### config.mk
export PLATFORM = sky130hd
export DESIGN_NAME = kpot_ctrl
export DESIGN_NICKNAME = d
export VERILOG_FILES = /design/src/rtl/kpot_pkg.sv /design/src/rtl/kpot_ctrl.sv
export SDC_FILE = /design/constraint.sdc
export NUM_CORES = 1
export LEC_CHECK = 0
export BUFFER_PORTS_ARGS = -buffer_cell sky130_fd_sc_hd__buf_2
export CAP_MARGIN = 5
export CELL_PAD_IN_SITES_DETAIL_PLACEMENT = 1
export CELL_PAD_IN_SITES_GLOBAL_PLACEMENT = 2
export CORE_UTILIZATION = 16
export DETAILED_ROUTE_END_ITERATION = 8
export PLACE_DENSITY = 0.75
export SETUP_SLACK_MARGIN = 0.1
export SLEW_MARGIN = 20
export SYNTH_ARGS = -nofsm -noshare
export SYNTH_HDL_FRONTEND = slang
export SYNTH_SLANG_ARGS = --single-unit
### constraint.sdc
create_clock -name i_clk -period 1.1 [get_ports i_clk]
set_input_delay 0.11 -clock i_clk [delete_from_list [all_inputs] [get_ports i_clk]]
set_output_delay 0.11 -clock i_clk [all_outputs]
set_load 0.05 [all_outputs]
### src/rtl/kpot_pkg.sv
// kpot_pkg: shared constants, word types and controller/datapath bundles
// for the keyed position odometer table. No dependencies.
package kpot_pkg;

    localparam int TABLE_DEPTH = 128;
    localparam int FRAC_BITS   = 8;
    localparam int KEY_CHARS   = 4;

    localparam int KEY_W   = 8 * KEY_CHARS;
    localparam int ROUTE_W = 10;
    localparam int POS_W   = 16;
    localparam int TIME_W  = 17;
    localparam int DIST_W  = 40;
    localparam int SLOTO_W = 7;

    localparam int SLOT_W  = $clog2(TABLE_DEPTH);
    localparam int CNT_W   = $clog2(TABLE_DEPTH + 1);

    // root of a sum of two squared 16 bit magnitudes
    localparam int SUM_PAIRS  = 17;
    localparam int SQ_W       = 2 * SUM_PAIRS;
    localparam int ROOT_W     = SUM_PAIRS + FRAC_BITS;
    localparam int REM_W      = ROOT_W + 3;
    localparam int SQRT_STEPS = ROOT_W;
    localparam int STEP_W     = $clog2(SQRT_STEPS + 1);

    typedef struct packed {
        logic [KEY_W-1:0]   vehicle_key;
        logic [ROUTE_W-1:0] route_number;
        logic signed [POS_W-1:0] pos_x;
        logic signed [POS_W-1:0] pos_y;
        logic [TIME_W-1:0]  time_stamp;
    } t_in_word;

    typedef struct packed {
        logic [SLOTO_W-1:0] slot;
        logic               added;
        logic               table_full;
        logic [ROUTE_W-1:0] entry_route;
        logic [DIST_W-1:0]  distance_total;
        logic [TIME_W-1:0]  time_first;
        logic [TIME_W-1:0]  time_last;
    } t_out_word;

    typedef struct packed {
        logic [KEY_W-1:0]   key;
        logic [ROUTE_W-1:0] route;
        logic [POS_W-1:0]   x;
        logic [POS_W-1:0]   y;
        logic [TIME_W-1:0]  t_first;
        logic [TIME_W-1:0]  t_last;
        logic [DIST_W-1:0]  odo;
    } t_entry;

    typedef struct packed {
        logic start;
        logic scan;
        logic capture;
        logic mul_x;
        logic mul_y;
        logic sqrt_start;
        logic finish_hit;
        logic finish_add;
        logic finish_full;
    } t_cmd;

    typedef struct packed {
        logic hit;
        logic last;
        logic cnt_zero;
        logic cnt_full;
        logic sqrt_done;
        logic out_free;
    } t_stat;

endpackage

### src/rtl/kpot_ctrl.sv
// kpot_ctrl: sequencer for search, append, step length and writeback.
// Depends on kpot_pkg.
module kpot_ctrl (
    input  logic            i_clk,
    input  logic            i_rst_n,
    input  logic            i_in_valid,
    input  kpot_pkg::t_stat i_stat,
    output logic            o_in_ready,
    output kpot_pkg::t_cmd  o_cmd
);
    typedef enum logic [2:0] {
        ST_IDLE, ST_SEARCH, ST_MISS, ST_MULX, ST_MULY, ST_SQGO, ST_SQWAIT, ST_UPD
    } t_state;

    t_state r_state;
    t_state n_state;

    always_ff @(posedge i_clk) begin
        if (!i_rst_n) begin
            r_state <= ST_IDLE;
        end else begin
            r_state <= n_state;
        end
    end

    always_comb begin
        n_state = r_state;
        o_cmd   = '0;
        unique case (r_state)
            ST_IDLE: begin
                if (i_in_valid) begin
                    o_cmd.start = 1'b1;
                    n_state     = i_stat.cnt_zero ? ST_MISS : ST_SEARCH;
                end
            end
            ST_SEARCH: begin
                if (i_stat.hit) begin
                    o_cmd.capture = 1'b1;
                    n_state       = ST_MULX;
                end else if (i_stat.last) begin
                    n_state = ST_MISS;
                end else begin
                    o_cmd.scan = 1'b1;
                end
            end
            ST_MISS: begin
                if (i_stat.out_free) begin
                    o_cmd.finish_full = i_stat.cnt_full;
                    o_cmd.finish_add  = !i_stat.cnt_full;
                    n_state           = ST_IDLE;
                end
            end
            ST_MULX: begin
                o_cmd.mul_x = 1'b1;
                n_state     = ST_MULY;
            end
            ST_MULY: begin
                o_cmd.mul_y = 1'b1;
                n_state     = ST_SQGO;
            end
            ST_SQGO: begin
                o_cmd.sqrt_start = 1'b1;
                n_state          = ST_SQWAIT;
            end
            ST_SQWAIT: begin
                if (i_stat.sqrt_done) begin
                    n_state = ST_UPD;
                end
            end
            ST_UPD: begin
                if (i_stat.out_free) begin
                    o_cmd.finish_hit = 1'b1;
                    n_state          = ST_IDLE;
                end
            end
            default: n_state = ST_IDLE;
        endcase
    end

    assign o_in_ready = (r_state == ST_IDLE);
endmodule
After elaboration in Yosys (flattened, before gate mapping). Cells that the tools add are included.

RAM bits: 0. Memories kept: 0. ROM bits: 0. Input bits: 9. Logic and storage cells: 36. Output and inout port bits: 10. Bits in latches: 0. Flip-flop bits (word level): 3.

Add/sub/neg operators: 0. Reductions and logical operators: 4. $lt $le $gt $ge: 0. Multipliers: 0. Bitwise logic cells: 0. Divide/modulo/power cells: 0. Shifts and indexed selects: 0. Eq/ne operators: 11. Mux-type cells: 20.

Operators by type and width (number): $pmux W3 S7 (1); $mux W3 (5); $eq A3 B3 Y1 const B (4); $mux W1 (10); $mux W2 (4); $eq A3 B2 Y1 const B (2); $ne A2 B2 Y1 const B (2); $reduce_and A4 Y1 (1); $eq A3 B1 Y1 const B (1); $logic_not A3 Y1 (1); $ne A3 B3 Y1 const B (1); $ne A2 B1 Y1 const B (1); $reduce_or A2 Y1 (1); $logic_not A1 Y1 (1).

Longest topological paths before layout.
Word-level depth: 4. Depth in mapped cells: 5. Depth with buffers taken out: 4.

Worst setup path before layout. OpenSTA, ideal clock, no wires.

Kind: reg2out. Start point: register r_state[1]. End point: output port o_cmd[0] (netlist name). Stages on the path, launching flop included: 4. Path buffers: 1. Data arrival time: 2.348 ns. Slack: -1.358 ns. Data required time: 0.990 ns. Path through: dfxtp_1 > buf_2 > nand2_1 > nor4b_1.

RTL lines: start: declaration (RTL line kpot_ctrl.sv:15) `t_state r_state;`; start signal: assignment (RTL line kpot_ctrl.sv:22) `r_state <= n_state;`; end: declaration (RTL line kpot_ctrl.sv:9) `output kpot_pkg::t_cmd o_cmd`.

==> insert_results.sql <==
INSERT INTO impl_metrics (metric_group, metric, value, unit) VALUES
('run_status', 'outcome', 'finished with violations', ''),
('run_status', 'failed_checks', 'negative setup slack', ''),
('routing', 'residual_drc', '0', ''),
('layout', 'n_antenna_cell', '0', ''),
('setup_path', 'cp-start-kind', 'register', ''),
('timing', 'fmaxAchievable', '0.729', 'GHz'),
('logic_synthesis', 'avgSynthCellArea', '7.32', 'um2'),
('timing', 'timing.final.crit_period', '1370', 'ps'),
('timing', 'setup_viol', '12', ''),
('timing', 'fin_worst_skew', '7.94', 'ps'),
('layout', 'largest_register_ff_count', '3', ''),
('clocking', 'cts_buffers', '3', ''),
('clocking', 'later_pin_clock_latency_in_the_skew_report', '250', 'ps'),
('logic_synthesis', 'synth.top_cell.area_share', '20.5', '%'),
('routing', 'total_wire_length', '1.37', 'mm'),
('setup_path', 'worst-r2r-cell-count', '5', ''),
('grt', 'number_of_antenna_violations_at_the_first_check_in_global_routing', '0', ''),
('die', 'floorplan.initialDensity', '17.0', '%'),
('layout', 'reg.largest.list', 'r_state (3)', ''),
('layout', 'drive_gt1_share', '74.7', '%'),
('placement', 'dp.final_hpwl', '921', 'um'),
('timing', 'fin_hold_ws', '141', 'ps'),
('layout', 'layout.cells.most_common_list', 'buf_4, buf_6, buf_2', ''),
('clocking', 'cts_tree', 'built', ''),
('setup_path', 'crit_fanout', '6', ''),
('die', 'die_area', '2000', 'um2'),
('routing', 'wire_per_inst', '13.2', 'um'),
('die', 'horiz_die_dim', '44.8', 'um'),
('clocking', 'cts_hold_repair.buffers', '0', ''),
('power_and_ir_drop', 'power_leakage', '0.359', 'nW'),
('timing', 'totalNegativeSetupSlack', '-2300', 'ps'),
('timing', 'post-route-worst-setup-slack', '-272', 'ps'),
('logic_synthesis', 'synthTopCellsByArea', 'dfxtp_1, nor4b_4, a21oi_1', ''),
('die', 'die-height', '44.8', 'um'),
('clocking', 'clk_root_buffer_cell', 'clkbuf_4', ''),
('hold_path', 'min_delay_path_depth', '2', ''),
('timing', 'final.period_utilization', '125', '%'),
('grt', 'grt_first_pass_wirelength', '2.32', 'mm'),
('grt', 'grt_usage', '16.6', '%'),
('timing', 'timing_max_transition_violations_final', '0', ''),
('power_and_ir_drop', 'vdd_drop_max', '0.00115', 'V'),
('setup_path', 'worst-endpoint-arrival', '1260', 'ps'),
('grt', 'grt_pass1_vias', '507', ''),
('clocking', 'ctsHtreeMaxLevel', '1', ''),
('logic_synthesis', 'synth-seq-area-share', '20.5', '%'),
('setup_path', 'criticalPathCategory', 'reg -> out', ''),
('placement', 'routabilityCongestion', '0.698', ''),
('timing', 'rsz0062_at_grt', 'true', ''),
('die', 'io_pins', '19', ''),
('clocking', 'cts.sinks', '3', ''),
('timing', 'max_slew_headroom_at_the_worst_pin', '82.2', '%'),
('power_and_ir_drop', 'power_density', '2270', 'nW/um2'),
('layout', 'layout_fillers', '209', ''),
('layout', 'syn2layout_area_growth', '178', '%'),
('logic_synthesis', 'synth_seq_cells', '3', ''),
('clocking', 'clk_transition_reported_paths', '40', 'ps'),
('routing', 'ant_nets', '0', ''),
('logic_synthesis', 'synth.yosys.warnings', '0', ''),
('logic_synthesis', 'yosys.area.top_type', 'dfxtp_1', ''),
('logic_synthesis', 'yosys.cell_types.count', '22', ''),
('timing', 'tightest_pin_transition', '267', 'ps'),
('routing', 'routed-via-count', '454', ''),
('grt', 'overflow', '0', ''),
('layout', 'max_flop_register', 'r_state', ''),
('placement', 'io_buffer_count', '18', ''),
('grt', 'grt_max_degree', '7', ''),
('setup_path', 'worst_ep_required_time', '990', 'ps'),
('logic_synthesis', 'syn-instance-count', '40', ''),
('layout', 'layout.cells.non_filler', '104', ''),
('setup_path', 'timing.critical_path.to_type', 'output pin', ''),
('routing', 'routed_via_density', '4.37', ''),
('layout', 'fin_nets', '89', ''),
('clocking', 'cts-root-to-sink-buffers', '2', ''),
('die', 'core', '1730', 'um2'),
('timing', 'timing.final.hold_violations', '0', ''),
('logic_synthesis', 'syn_nets', '49', ''),
('hold_path', 'holdCritPathClass', 'in -> reg', ''),
('die', 'row_count', '15', ''),
('logic_synthesis', 'netlist_area', '293', 'um2'),
('routing', 'first_pass_iters', '2', ''),
('routing', 'first_iter_violations', '4', ''),
('job', 'cap_viol_max_count', '0', ''),
('placement', 'dpl.cell_count', '94', ''),
('layout', 'final_common_cell', 'buf_4', '');
-- layer usage --
layer / up-vias / share of wire [%] / GRT usage, %
met5: - / 0 / 0
met2: 14 / 60 / 33.5
met1: 213 / 36 / 16.5
met3: 2 / 2.3 / 1.20
met4: 0 / 1.5 / 9.09
li1: 225 / - / -
-- what timing repair did --
action / in CTS / in global routing
resized for setup: 35 / 8
setup buffers: 7 / 0
pin swaps: 8 / 4
setup endpoints to repair: 13 / 13
gates cloned: 0 / 0
endpoints found under the hold margin: 0 / 0
-- path summary, 6_finish.rpt --
path              start         end  slack [ps]
max          r_state[1]    o_cmd[6]        -270
min             i_rst_n  r_state[1]         140
max reg2reg  r_state[1]  r_state[0]        -210
min reg2reg  r_state[0]  r_state[0]         750
-- through the flow --
step                cell area (um2)  power, mW  worst slack, ps  util (%)
floorplan                       390      0.933             -430         -
global placement                602       1.26            -72.1      34.9
detailed placement              602       1.28             -118      34.9
CTS                             776       1.78             -241      44.9
global route                    813       1.94             -303      47.1
finish                          813       1.84             -272      47.1
-- worst max-delay path: stages, from the launching register on --
cell	delay, ps
dfxtp_4	360
buf_12	140
nor4b_4	310
buf_6	200
-- area by class of cell --
cell class	count	area, um2	area share, %
timing repair buffer	38	353	43.4
sequential	3	71.3	8.77
tap	25	31.3	3.85
inverter	4	15.0	1.85
multi-input combinational	30	317	38.9
clock buffer	4	26.3	3.23
-- cells in the mapped netlist --
master    count
nor4b_1       2
nand2b_1      1
nor3_1        3
nand2_1       2
nor4_1        1
o21bai_1      1
buf_4         1
nand3_1       1
a21oi_1       4
nor4b_4       1
nor2_1        4
o21ai_0       1
dfxtp_1       3
mux2i_1       2
a311oi_1      1
inv_2         1
and2_1        1
and3_1        2
inv_1         3
buf_2         2
o211ai_1      2
o221ai_1      1
-- kinds of logic after synthesis --
logic type	Yosys count	share of synthesized area, %
buffers and inverters	7	11.1
flip-flops	3	20.5
multiplexers	2	6.84
AO/OA/AOI/OAI	10	22.2
AND/OR/NAND/NOR	18	39.3
-- report_power, final --
part	internal, mW	leakage (nW)	switching (mW)	total [mW]
sequential	0.162	0.0267	0.0650	0.228
combinational	0.681	0.317	0.723	1.40
clock	0.137	0.0150	0.0745	0.212
Note: power is estimated with default switching activity, not from simulation.
